File: src/rtl/pas_pkg.sv
`timescale 1ns / 1ps
`default_nettype none
// ----------------------------------------------------------------------------
// pas_pkg
// Shared types, constants and command/status bundles for the pulse/saw
// sound channel block.
// ----------------------------------------------------------------------------
package pas_pkg;

  // add-back steps allowed per channel per tick
  localparam int MAX_STEPS_PER_TICK = 64;
  localparam int STEP_CNT_W         = $clog2(MAX_STEPS_PER_TICK + 1);
  localparam logic [STEP_CNT_W-1:0] STEP_CNT_MAX = STEP_CNT_W'(MAX_STEPS_PER_TICK);

  localparam int STEP_W = 25;  // phase step, 18 fraction bits
  localparam int REM_W  = 30;  // remainder stays below 4096 << 18
  localparam int WORK_W = 32;  // signed working remainder
  localparam int FRAC_W = 18;

  // channel numbers
  localparam logic [1:0] CH_PULSE_A = 2'd0;
  localparam logic [1:0] CH_PULSE_B = 2'd1;
  localparam logic [1:0] CH_SAW     = 2'd2;

  // address nibble (bits 15..12) per channel
  localparam logic [3:0] NIB_PULSE_A = 4'h9;
  localparam logic [3:0] NIB_PULSE_B = 4'hA;
  localparam logic [3:0] NIB_SAW     = 4'hB;

  // channel register indexes
  localparam logic [1:0] REG_CTRL   = 2'd0;
  localparam logic [1:0] REG_PER_LO = 2'd1;
  localparam logic [1:0] REG_PER_HI = 2'd2;
  localparam logic [1:0] REG_NONE   = 2'd3;

  // saw wraps after this many steps
  localparam logic [2:0] SAW_STEPS = 3'd7;

  // configuration register indexes
  localparam logic CFG_IDX_PULSE = 1'b0;
  localparam logic CFG_IDX_SAW   = 1'b1;

  typedef enum logic [1:0] {
    ST_IDLE,
    ST_LOAD,
    ST_STEP,
    ST_DONE
  } pas_state_t;

  typedef struct packed {
    logic       reg_write;  // store the accepted bus write
    logic       load;       // work = remainder - step, clear step count
    logic       add_back;   // work += period, advance channel
    logic       store;      // write work back to remainder
    logic       emit;       // capture levels into output register
    logic [1:0] ch;         // channel being worked on
  } pas_cmd_t;

  typedef struct packed {
    logic loaded;     // selected channel has its period loaded
    logic step_more;  // work negative and step budget left
    logic out_free;   // output register can take a beat
  } pas_sts_t;

endpackage : pas_pkg
`default_nettype wire

File: src/rtl/pas_cfg.sv
`timescale 1ns / 1ps
`default_nettype none
// ----------------------------------------------------------------------------
// pas_cfg
// APB register file holding the pulse and saw phase steps.
// ----------------------------------------------------------------------------
module pas_cfg (
  input  wire logic                      clk,
  input  wire logic                      rst_n,
  input  wire logic                      psel,
  input  wire logic                      penable,
  input  wire logic                      pwrite,
  input  wire logic [2:0]                paddr,
  input  wire logic [31:0]               pwdata,
  output logic      [31:0]               prdata,
  output logic                           pready,
  output logic      [pas_pkg::STEP_W-1:0] pulse_step,
  output logic      [pas_pkg::STEP_W-1:0] saw_step
);
  import pas_pkg::*;

  logic [STEP_W-1:0] pulse_step_r;
  logic [STEP_W-1:0] saw_step_r;
  logic              wr_en;

  assign pready = 1'b1;
  assign wr_en  = psel && penable && pwrite && pready;

  // register select is paddr[2]; byte lanes are not decoded
  always_ff @(posedge clk) begin
    if (!rst_n) begin
      pulse_step_r <= '0;
      saw_step_r   <= '0;
    end else if (wr_en) begin
      unique case (paddr[2])
        CFG_IDX_PULSE: pulse_step_r <= pwdata[STEP_W-1:0];
        CFG_IDX_SAW:   saw_step_r   <= pwdata[STEP_W-1:0];
        default: ;
      endcase
    end
  end

  always_comb begin
    unique case (paddr[2])
      CFG_IDX_PULSE: prdata = {{(32-STEP_W){1'b0}}, pulse_step_r};
      CFG_IDX_SAW:   prdata = {{(32-STEP_W){1'b0}}, saw_step_r};
      default:       prdata = '0;
    endcase
  end

  assign pulse_step = pulse_step_r;
  assign saw_step   = saw_step_r;

endmodule : pas_cfg
`default_nettype wire

File: src/rtl/pas_ctrl.sv
`timescale 1ns / 1ps
`default_nettype none
// ----------------------------------------------------------------------------
// pas_ctrl
// Sequencer: walks the three channels on a tick, skips unloaded ones, loads
// each remainder, runs the add-back loop, stores it and hands the levels out.
// ----------------------------------------------------------------------------
module pas_ctrl (
  input  wire logic              clk,
  input  wire logic              rst_n,
  input  wire logic              in_valid,
  input  wire logic              in_is_tick,
  output logic                   in_ready,
  input  wire pas_pkg::pas_sts_t sts,
  output pas_pkg::pas_cmd_t      cmd
);
  import pas_pkg::*;

  pas_state_t state_r, state_nxt;
  logic [1:0] ch_r, ch_nxt;

  always_ff @(posedge clk) begin
    if (!rst_n) begin
      state_r <= ST_IDLE;
      ch_r    <= CH_PULSE_A;
    end else begin
      state_r <= state_nxt;
      ch_r    <= ch_nxt;
    end
  end

  // next state
  always_comb begin
    state_nxt = state_r;
    ch_nxt    = ch_r;
    unique case (state_r)
      ST_IDLE: begin
        if (in_valid && in_is_tick) begin
          state_nxt = ST_LOAD;
          ch_nxt    = CH_PULSE_A;
        end
      end
      ST_LOAD: begin
        if (sts.loaded) begin
          state_nxt = ST_STEP;
        end else if (ch_r == CH_SAW) begin
          state_nxt = ST_DONE;
        end else begin
          ch_nxt = ch_r + 2'd1;
        end
      end
      ST_STEP: begin
        if (!sts.step_more) begin
          if (ch_r == CH_SAW) begin
            state_nxt = ST_DONE;
          end else begin
            state_nxt = ST_LOAD;
            ch_nxt    = ch_r + 2'd1;
          end
        end
      end
      ST_DONE: begin
        if (sts.out_free) state_nxt = ST_IDLE;
      end
      default: state_nxt = ST_IDLE;
    endcase
  end

  // outputs
  always_comb begin
    cmd      = '0;
    cmd.ch   = ch_r;
    in_ready = 1'b0;
    unique case (state_r)
      ST_IDLE: begin
        in_ready      = 1'b1;
        cmd.reg_write = in_valid && !in_is_tick;
      end
      ST_LOAD: cmd.load = sts.loaded;
      ST_STEP: begin
        cmd.add_back = sts.step_more;
        cmd.store    = !sts.step_more;
      end
      ST_DONE: cmd.emit = sts.out_free;
      default: ;
    endcase
  end

  a_ch_in_range: assert property (@(posedge clk) disable iff (!rst_n)
    (state_r != ST_IDLE) |-> (ch_r != REG_NONE))
    else $error("channel counter out of range");

  a_tick_starts_a: assert property (@(posedge clk) disable iff (!rst_n)
    (state_r == ST_IDLE && in_valid && in_is_tick) |=>
      (state_r == ST_LOAD && ch_r == CH_PULSE_A))
    else $error("tick did not start at first channel");

  a_hold_done: assert property (@(posedge clk) disable iff (!rst_n)
    (state_r == ST_DONE && !sts.out_free) |=> (state_r == ST_DONE))
    else $error("left done state with output register full");

endmodule : pas_ctrl
`default_nettype wire

File: src/rtl/pas_dp.sv
`timescale 1ns / 1ps
`default_nettype none
// ----------------------------------------------------------------------------
// pas_dp
// Channel registers, phase remainders, step counters and the shared
// add-back adder, plus the output register.
// ----------------------------------------------------------------------------
module pas_dp (
  input  wire logic                       clk,
  input  wire logic                       rst_n,
  input  wire pas_pkg::pas_cmd_t          cmd,
  output pas_pkg::pas_sts_t               sts,
  input  wire logic [15:0]                bus_address,
  input  wire logic [7:0]                 write_data,
  input  wire logic [pas_pkg::STEP_W-1:0] pulse_step,
  input  wire logic [pas_pkg::STEP_W-1:0] saw_step,
  output logic                            out_valid,
  input  wire logic                       out_ready,
  output logic [3:0]                      pulse_a_level,
  output logic [3:0]                      pulse_b_level,
  output logic [4:0]                      saw_level
);
  import pas_pkg::*;

  logic [7:0]            regs_r [3][3];  // [channel][register]
  logic                  loaded_r [3];
  logic [REM_W-1:0]      rem_r [3];
  logic [3:0]            duty_r [2];
  logic [2:0]            saw_pos_r;
  logic [8:0]            saw_acc_r;
  logic [WORK_W-1:0]     work_r, work_nxt;
  logic [STEP_CNT_W-1:0] n_r;
  logic                  out_valid_r;
  logic [3:0]            lvl_a_r, lvl_b_r;
  logic [4:0]            lvl_saw_r;

  // bus write decode
  logic       wr_hit;
  logic [1:0] wr_ch;
  logic [1:0] wr_reg;

  always_comb begin
    wr_hit = 1'b1;
    wr_ch  = CH_PULSE_A;
    unique case (bus_address[15:12])
      NIB_PULSE_A: wr_ch = CH_PULSE_A;
      NIB_PULSE_B: wr_ch = CH_PULSE_B;
      NIB_SAW:     wr_ch = CH_SAW;
      default:     wr_hit = 1'b0;
    endcase
    wr_reg = bus_address[1:0];
    if (wr_reg == REG_NONE) wr_hit = 1'b0;
  end

  // add-back operands for the selected channel
  logic [12:0]       period_p1;
  logic [WORK_W-1:0] per;
  logic [STEP_W-1:0] step_sel;

  assign period_p1 = {1'b0, regs_r[cmd.ch][REG_PER_HI][3:0], regs_r[cmd.ch][REG_PER_LO]}
                     + 13'd1;
  assign per       = {1'b0, period_p1, {FRAC_W{1'b0}}};
  assign step_sel  = (cmd.ch == CH_SAW) ? saw_step : pulse_step;

  always_comb begin
    work_nxt = work_r;
    if (cmd.load) begin
      work_nxt = {{(WORK_W-REM_W){1'b0}}, rem_r[cmd.ch]}
               - {{(WORK_W-STEP_W){1'b0}}, step_sel};
    end else if (cmd.add_back) begin
      work_nxt = work_r + per;
    end
  end

  // saw step
  logic [8:0] saw_sum;
  logic [2:0] saw_pos_inc;
  assign saw_sum     = saw_acc_r + {3'd0, regs_r[CH_SAW][REG_CTRL][5:0]};
  assign saw_pos_inc = saw_pos_r + 3'd1;

  always_ff @(posedge clk) begin
    work_r <= work_nxt;
  end

  always_ff @(posedge clk) begin
    if (!rst_n) begin
      for (int c = 0; c < 3; c++) begin
        for (int r = 0; r < 3; r++) regs_r[c][r] <= '0;
        loaded_r[c] <= 1'b0;
        rem_r[c]    <= '0;
      end
      duty_r[0] <= '0;
      duty_r[1] <= '0;
      saw_pos_r <= '0;
      saw_acc_r <= '0;
      n_r       <= '0;
    end else begin
      if (cmd.reg_write && wr_hit) begin
        regs_r[wr_ch][wr_reg] <= write_data;
        if (wr_reg != REG_CTRL) loaded_r[wr_ch] <= 1'b1;
      end
      if (cmd.load) n_r <= '0;
      if (cmd.add_back) begin
        n_r <= n_r + STEP_CNT_W'(1);
        if (cmd.ch == CH_SAW) begin
          if (saw_pos_inc == SAW_STEPS) begin
            saw_pos_r <= '0;
            saw_acc_r <= '0;
          end else begin
            saw_pos_r <= saw_pos_inc;
            saw_acc_r <= saw_sum;
          end
        end else begin
          duty_r[cmd.ch[0]] <= duty_r[cmd.ch[0]] + 4'd1;
        end
      end
      // budget ran out with work still negative: clamp to zero
      if (cmd.store) rem_r[cmd.ch] <= work_r[WORK_W-1] ? '0 : work_r[REM_W-1:0];
    end
  end

  // level computation from the settled channel state
  logic [3:0] pulse_lvl [2];
  logic [4:0] saw_lvl;

  always_comb begin
    for (int c = 0; c < 2; c++) begin
      pulse_lvl[c] = regs_r[c][REG_CTRL][3:0];
      if (!loaded_r[c] || !regs_r[c][REG_PER_HI][7]) pulse_lvl[c] = '0;
      // gated while duty position sits at or below the duty setting, unless ctrl bit 7 is set
      if (!regs_r[c][REG_CTRL][7] && (duty_r[c] <= {1'b0, regs_r[c][REG_CTRL][6:4]}))
        pulse_lvl[c] = '0;
    end
    saw_lvl = saw_acc_r[7:3];
    if (!loaded_r[CH_SAW] || !regs_r[CH_SAW][REG_PER_HI][7]) saw_lvl = '0;
  end

  always_ff @(posedge clk) begin
    if (!rst_n) begin
      out_valid_r <= 1'b0;
    end else if (cmd.emit) begin
      out_valid_r <= 1'b1;
    end else if (out_ready) begin
      out_valid_r <= 1'b0;
    end
  end

  always_ff @(posedge clk) begin
    if (cmd.emit) begin
      lvl_a_r   <= pulse_lvl[0];
      lvl_b_r   <= pulse_lvl[1];
      lvl_saw_r <= saw_lvl;
    end
  end

  assign sts.loaded    = loaded_r[cmd.ch];
  assign sts.step_more = work_r[WORK_W-1] && (n_r < STEP_CNT_MAX);
  assign sts.out_free  = !out_valid_r || out_ready;

  assign out_valid     = out_valid_r;
  assign pulse_a_level = lvl_a_r;
  assign pulse_b_level = lvl_b_r;
  assign saw_level     = lvl_saw_r;

  a_step_budget: assert property (@(posedge clk) disable iff (!rst_n)
    cmd.add_back |-> (n_r < STEP_CNT_MAX))
    else $error("add-back beyond step budget");

  a_emit_sets_valid: assert property (@(posedge clk) disable iff (!rst_n)
    (cmd.emit && !out_valid_r) |=> out_valid_r)
    else $error("emitted beat not presented");

endmodule : pas_dp
`default_nettype wire

File: src/rtl/pulse_and_saw_sound_channels.sv
`timescale 1ns / 1ps
`default_nettype none
// ----------------------------------------------------------------------------
// pulse_and_saw_sound_channels
// Two pulse channels and one sawtooth channel with linear level outputs.
// ----------------------------------------------------------------------------
//  channel  dir  beat contents
//  in_*     in   tuser: 0 register write / 1 sample tick; tdata: address, data
//  out_*    out  one beat per tick: pulse A, pulse B, saw levels
//  cfg_*    in   APB: 0x0 pulse phase step, 0x4 saw phase step (25 bits)
//
// Register write beat: accepted in the idle cycle, done in that cycle.
// Sample tick: accepted in the idle cycle, then per loaded channel the
//   remainder is loaded, up to 64 add-backs run on the one shared adder
//   and the result is stored (an unloaded channel is skipped); then the
//   output register is loaded.
// Reset (rst_n low, synchronous) zeroes all channel state and both steps.
// in_tready is low while a tick is in flight; a tick stalls at its end
//   until out_tready frees the output register. Writes wait as well.
// ----------------------------------------------------------------------------
module pulse_and_saw_sound_channels (
  input  wire logic        clk,
  input  wire logic        rst_n,
  // input stream
  input  wire logic        in_tvalid,
  output logic             in_tready,
  input  wire logic [23:0] in_tdata,   // [15:0] bus_address, [23:16] write_data
  input  wire logic        in_tuser,   // [0] op
  // result stream
  output logic             out_tvalid,
  input  wire logic        out_tready,
  output logic [15:0]      out_tdata,  // [3:0] pulse_a_level, [7:4] pulse_b_level,
                                       // [12:8] saw_level, [15:13] zero
  // configuration
  input  wire logic        cfg_psel,
  input  wire logic        cfg_penable,
  input  wire logic        cfg_pwrite,
  input  wire logic [2:0]  cfg_paddr,
  input  wire logic [31:0] cfg_pwdata,
  output logic [31:0]      cfg_prdata,
  output logic             cfg_pready
);
  import pas_pkg::*;

  pas_cmd_t          cmd;
  pas_sts_t          sts;
  logic [STEP_W-1:0] pulse_step;
  logic [STEP_W-1:0] saw_step;
  logic [3:0]        lvl_a;
  logic [3:0]        lvl_b;
  logic [4:0]        lvl_saw;

  pas_cfg u_cfg (
    .clk        (clk),
    .rst_n      (rst_n),
    .psel       (cfg_psel),
    .penable    (cfg_penable),
    .pwrite     (cfg_pwrite),
    .paddr      (cfg_paddr),
    .pwdata     (cfg_pwdata),
    .prdata     (cfg_prdata),
    .pready     (cfg_pready),
    .pulse_step (pulse_step),
    .saw_step   (saw_step)
  );

  // sequencer; in_tready comes straight from its idle state
  pas_ctrl u_ctrl (
    .clk        (clk),
    .rst_n      (rst_n),
    .in_valid   (in_tvalid),
    .in_is_tick (in_tuser),
    .in_ready   (in_tready),
    .sts        (sts),
    .cmd        (cmd)
  );

  pas_dp u_dp (
    .clk           (clk),
    .rst_n         (rst_n),
    .cmd           (cmd),
    .sts           (sts),
    .bus_address   (in_tdata[15:0]),
    .write_data    (in_tdata[23:16]),
    .pulse_step    (pulse_step),
    .saw_step      (saw_step),
    .out_valid     (out_tvalid),
    .out_ready     (out_tready),
    .pulse_a_level (lvl_a),
    .pulse_b_level (lvl_b),
    .saw_level     (lvl_saw)
  );

  assign out_tdata = {3'b000, lvl_saw, lvl_b, lvl_a};

endmodule : pulse_and_saw_sound_channels
`default_nettype wire
File: config.mk
export PLATFORM = sky130hd
export DESIGN_NAME = pulse_and_saw_sound_channels
export DESIGN_NICKNAME = d
export VERILOG_FILES = /design/src/rtl/pas_pkg.sv /design/src/rtl/pas_cfg.sv /design/src/rtl/pas_ctrl.sv /design/src/rtl/pas_dp.sv /design/src/rtl/pulse_and_saw_sound_channels.sv
export SDC_FILE = /design/constraint.sdc
export NUM_CORES = 1
export LEC_CHECK = 0
export ABC_AREA = 1
export BUFFER_PORTS_ARGS = -buffer_cell sky130_fd_sc_hd__buf_2
export CORE_UTILIZATION = 35
export DETAILED_ROUTE_END_ITERATION = 7
export PLACE_DENSITY = 0.5
export REMOVE_ABC_BUFFERS = 1
export SYNTH_ARGS = -nofsm -noshare
export SYNTH_HDL_FRONTEND = slang
export SYNTH_SLANG_ARGS = --single-unit
File: constraint.sdc
create_clock -name clk -period 8.88 [get_ports clk]
set_input_delay 0.444 -clock clk [delete_from_list [all_inputs] [get_ports clk]]
set_output_delay 0.444 -clock clk [all_outputs]
set_load 0.02 [all_outputs]
==> flow_metrics.py <==
metrics = {
    "die": {
        "die_area_sq_mm": 0.0494,
        "io_pins": 118,
        "coreArea_sq_mm": 0.0477,
        "die_w_um": 222,
        "row_count": 80,
        "initial_core_util": 0.356,
        "die_y_um": 222,
    },
    "worst_setup_path": {
        "cpPeakStageDelay_ns": 0.61,
        "critPathMaxFanout": 61,
        "cp-start-kind": "register",
        "crit_top_cell": "nand3_1",
        "worstPathArrival_ns": 4.22,
        "rr_worst_depth": 16,
        "reg2reg_to": "u_dp.work_r[31]$_DFFE_PN_",
        "endpoint_kind": "register",
        "ff2ff_setup_slack_ns": 4.93,
        "path_cells": "buf_4 > buf_4 > nand2_1 > a32o_1 > ha_1 > fa_1 > inv_1 > nand3_1 > nand3_1 > nand2_1 > nand2_1 > nand3_1 > nand3_1 > nand2_1 > nand3_1 > o21ai_0",
        "crit_type": "register to register",
        "required_ns": 9.14,
        "crit_slowest_cell": "buf_4",
    },
    "drt": {
        "drtPass1Iterations": 5,
        "vias": 13300,
        "wirelength_um": 44800,
        "vias_per_cell": 4.89,
        "wl_per_cell_um": 16.5,
        "antenna_left": 0,
        "drc_errors": 0,
        "drtIter0Drc": 804,
    },
    "yosys": {
        "synth.area.top_cells": "edfxtp_1, dfxtp_1, nand2_1, nor2_1, o21ai_0",
        "synth_top_area_frac": 0.435,
        "ys_warn_count": 0,
        "synth_cells": 2002,
        "ys.flop_type": "edfxtp_1",
        "seq_area_frac_synth": 0.529,
        "async_reset_ff_frac": 0,
        "synth_area_per_cell_sq_um": 8.48,
        "synth_edf_count": 246,
        "syn_area_sq_mm": 0.0170,
        "synth_seq_cells": 326,
        "netlist-cell-type-count": 49,
        "synth_area_leader_cell": "edfxtp_1",
    },
    "sta": {
        "relSlewSlack": 0.236,
        "finalHoldViolations": 0,
        "fin_skew_ns": 0.00880,
        "tns_ns": 0,
        "worstMarginPinSlew_ns": 1.15,
        "slew_violations": 0,
        "final-setup-viol-count": 0,
        "grt_setup_unrepaired": "no",
        "period_needed_ns": 3.95,
        "fmax_mhz": 253,
        "post-route-period-util": 0.445,
    },
    "global_route": {
        "grt_overflow": 0,
        "grtUsageTotal": 0.182,
        "grt_pass1_wl_um": 70600,
        "grt_pass1_vias": 13100,
        "antenna_found_initial": 0,
        "grt_max_degree": 86,
    },
    "clocking": {
        "clk_pin_slew_ns": 0.06,
        "worstSkewPairLatency_ns": 0.53,
        "cts_tree": "done",
        "hold_buffers": 0,
        "htreeDepth": 2,
        "clock_sinks": 326,
        "cts_setup_buffers": 0,
        "cts_buffers": 38,
        "cts.root.buffer_cell": "clkbuf_16",
        "cts_buffer_depth": 3,
        "post_cts_resized": 0,
    },
    "layout": {
        "layout_common_cells": "nand2_1, nor2_1, edfxtp_1, inv_1, o21ai_0",
        "layout_commonest_cell": "nand2_1",
        "final_nets": 2218,
        "n_antenna_cell": 0,
        "fin_area_sq_mm": 0.0191,
        "drive_gt1_frac": 0.0850,
        "post-route-util": 0.401,
        "syn2layout_area_growth_pct": 12.7,
    },
    "worst_hold_path": {
        "hold_end": "u_cfg.saw_step[17]$_SDFFE_PN0P_",
        "holdPathStages": 3,
        "hold_class": "primary input to register",
        "min_from": "cfg_pwdata[17]",
    },
    "power": {
        "powerDensity_mw_per_mm2": 313,
        "power.leakage_nw": 8.02,
        "peakVddDrop_mv": 0.158,
    },
    "status": {
        "status": "complete, no violations",
    },
    "placed_design": {
        "numPortBuffers": 87,
        "placed_cell_area_sq_mm": 0.0180,
        "dp_hpwl_um": 30200,
        "place_congestion": 0.859,
    },
    "flow_run": {
        "maxCapViolCount": 0,
    },
}
-- worst max-delay path: cells and delay by family, from the launching register on --
family / cells / cell delay [ns]
buf+inv: 3 / 1.08
compound gates: 2 / 0.43
fa+ha+maj: 2 / 0.60
simple gates: 9 / 1.21
flops: 1 / 0.31
-- area by class of cell --
cell class / count / area, sq um
Clock buffer: 50 / 1030
Tap cell: 615 / 769
Clock inverter: 15 / 125
Timing Repair Buffer: 106 / 578
Sequential cell: 326 / 8990
Fill cell: 4904 / 28600
Multi-Input combinational cell: 1397 / 6830
Inverter: 213 / 805
-- state kept, by name, indices dropped and copies added (netlist names), named ones only --
| register | flops |
|---|---|
| u_dp.saw_pos_r | 3 |
| u_ctrl.ch_r | 2 |
| u_dp.n_r | 7 |
| u_dp.saw_acc_r | 8 |
| u_dp.out_valid | 1 |
| u_dp.pulse_a_level | 4 |
| u_cfg.saw_step | 25 |
| u_cfg.pulse_step | 25 |
| u_dp.saw_level | 5 |
| u_ctrl.state_r | 2 |
| u_dp.work_r | 32 |
| u_dp.loaded_r | 4 |
| u_dp.duty_r | 8 |
| u_dp.pulse_b_level | 4 |
| u_dp.regs_r | 73 |
| u_dp.rem_r | 120 |
-- Yosys cell counts, drive strengths merged, types with 6 or more instances --
master,instances
buf,29
nand4,6
inv,211
clkbuf,58
ha,66
edfxtp,246
o22ai,25
a21oi,110
or2,7
xnor2,12
nor2,361
o21ai,196
nand2,427
dfxtp,80
xor2,10
nor3,11
nand3,102
-- stage by stage --
step           hold WS, ns  cells  power (mW)  setup WS (ns)
3_3_place_gp         0.340   2657        4.52           4.68
2_1_floorplan        0.331   1936        3.75           4.47
5_1_grt              0.138   2722        6.46           4.63
6_report             0.145   2722        6.00           4.93
4_1_cts              0.126   2722        6.05           4.86
3_5_place_dp         0.347   2657        4.54           4.65
-- power by group --
group,internal [mW],total (mW),switching [mW]
sequential,1.75,1.79,0.0394
combinational,0.851,2.72,1.87
clock,0.872,1.49,0.614
-- logic make-up after synthesis --
group | Yosys count | synth area share
adders and majority gates | 69 | 0.0522
other | 2 | 0.000442
muxes | 3 | 0.00192
xor gates and xnor gates | 22 | 0.0113
and+or+nand+nor | 923 | 0.219
AOI/OAI and AO/OA | 357 | 0.113
buffers and inverters | 300 | 0.0733
DFF | 326 | 0.529
-- worst max path at each step --
| stage | from | endpoint | slack (ns) | cells past startpoint |
|---|---|---|---|---|
| 2_1_floorplan | register | u_dp.work_r[27]$_DFFE_PN_ | 4.47 | 14 |
| 3_3_place_gp | rst_n | u_dp.regs_r[2][9]$_DFFE_PP_ | 4.68 | 8 |
| 3_5_place_dp | rst_n | u_dp.regs_r[2][9]$_DFFE_PP_ | 4.65 | 8 |
| 4_1_cts | register | u_dp.work_r[31]$_DFFE_PN_ | 4.86 | 16 |
| 5_1_grt | register | u_dp.work_r[31]$_DFFE_PN_ | 4.63 | 16 |
| 6_report | register | u_dp.work_r[31]$_DFFE_PN_ | 4.93 | 16 |
-- routing by layer --
layer,share of wire,track usage
met3,0.033,0.0239
met5,0,0
met2,0.50,0.322
met1,0.45,0.231
met4,0.024,0.0538
(Power assumes the default switching activity.)
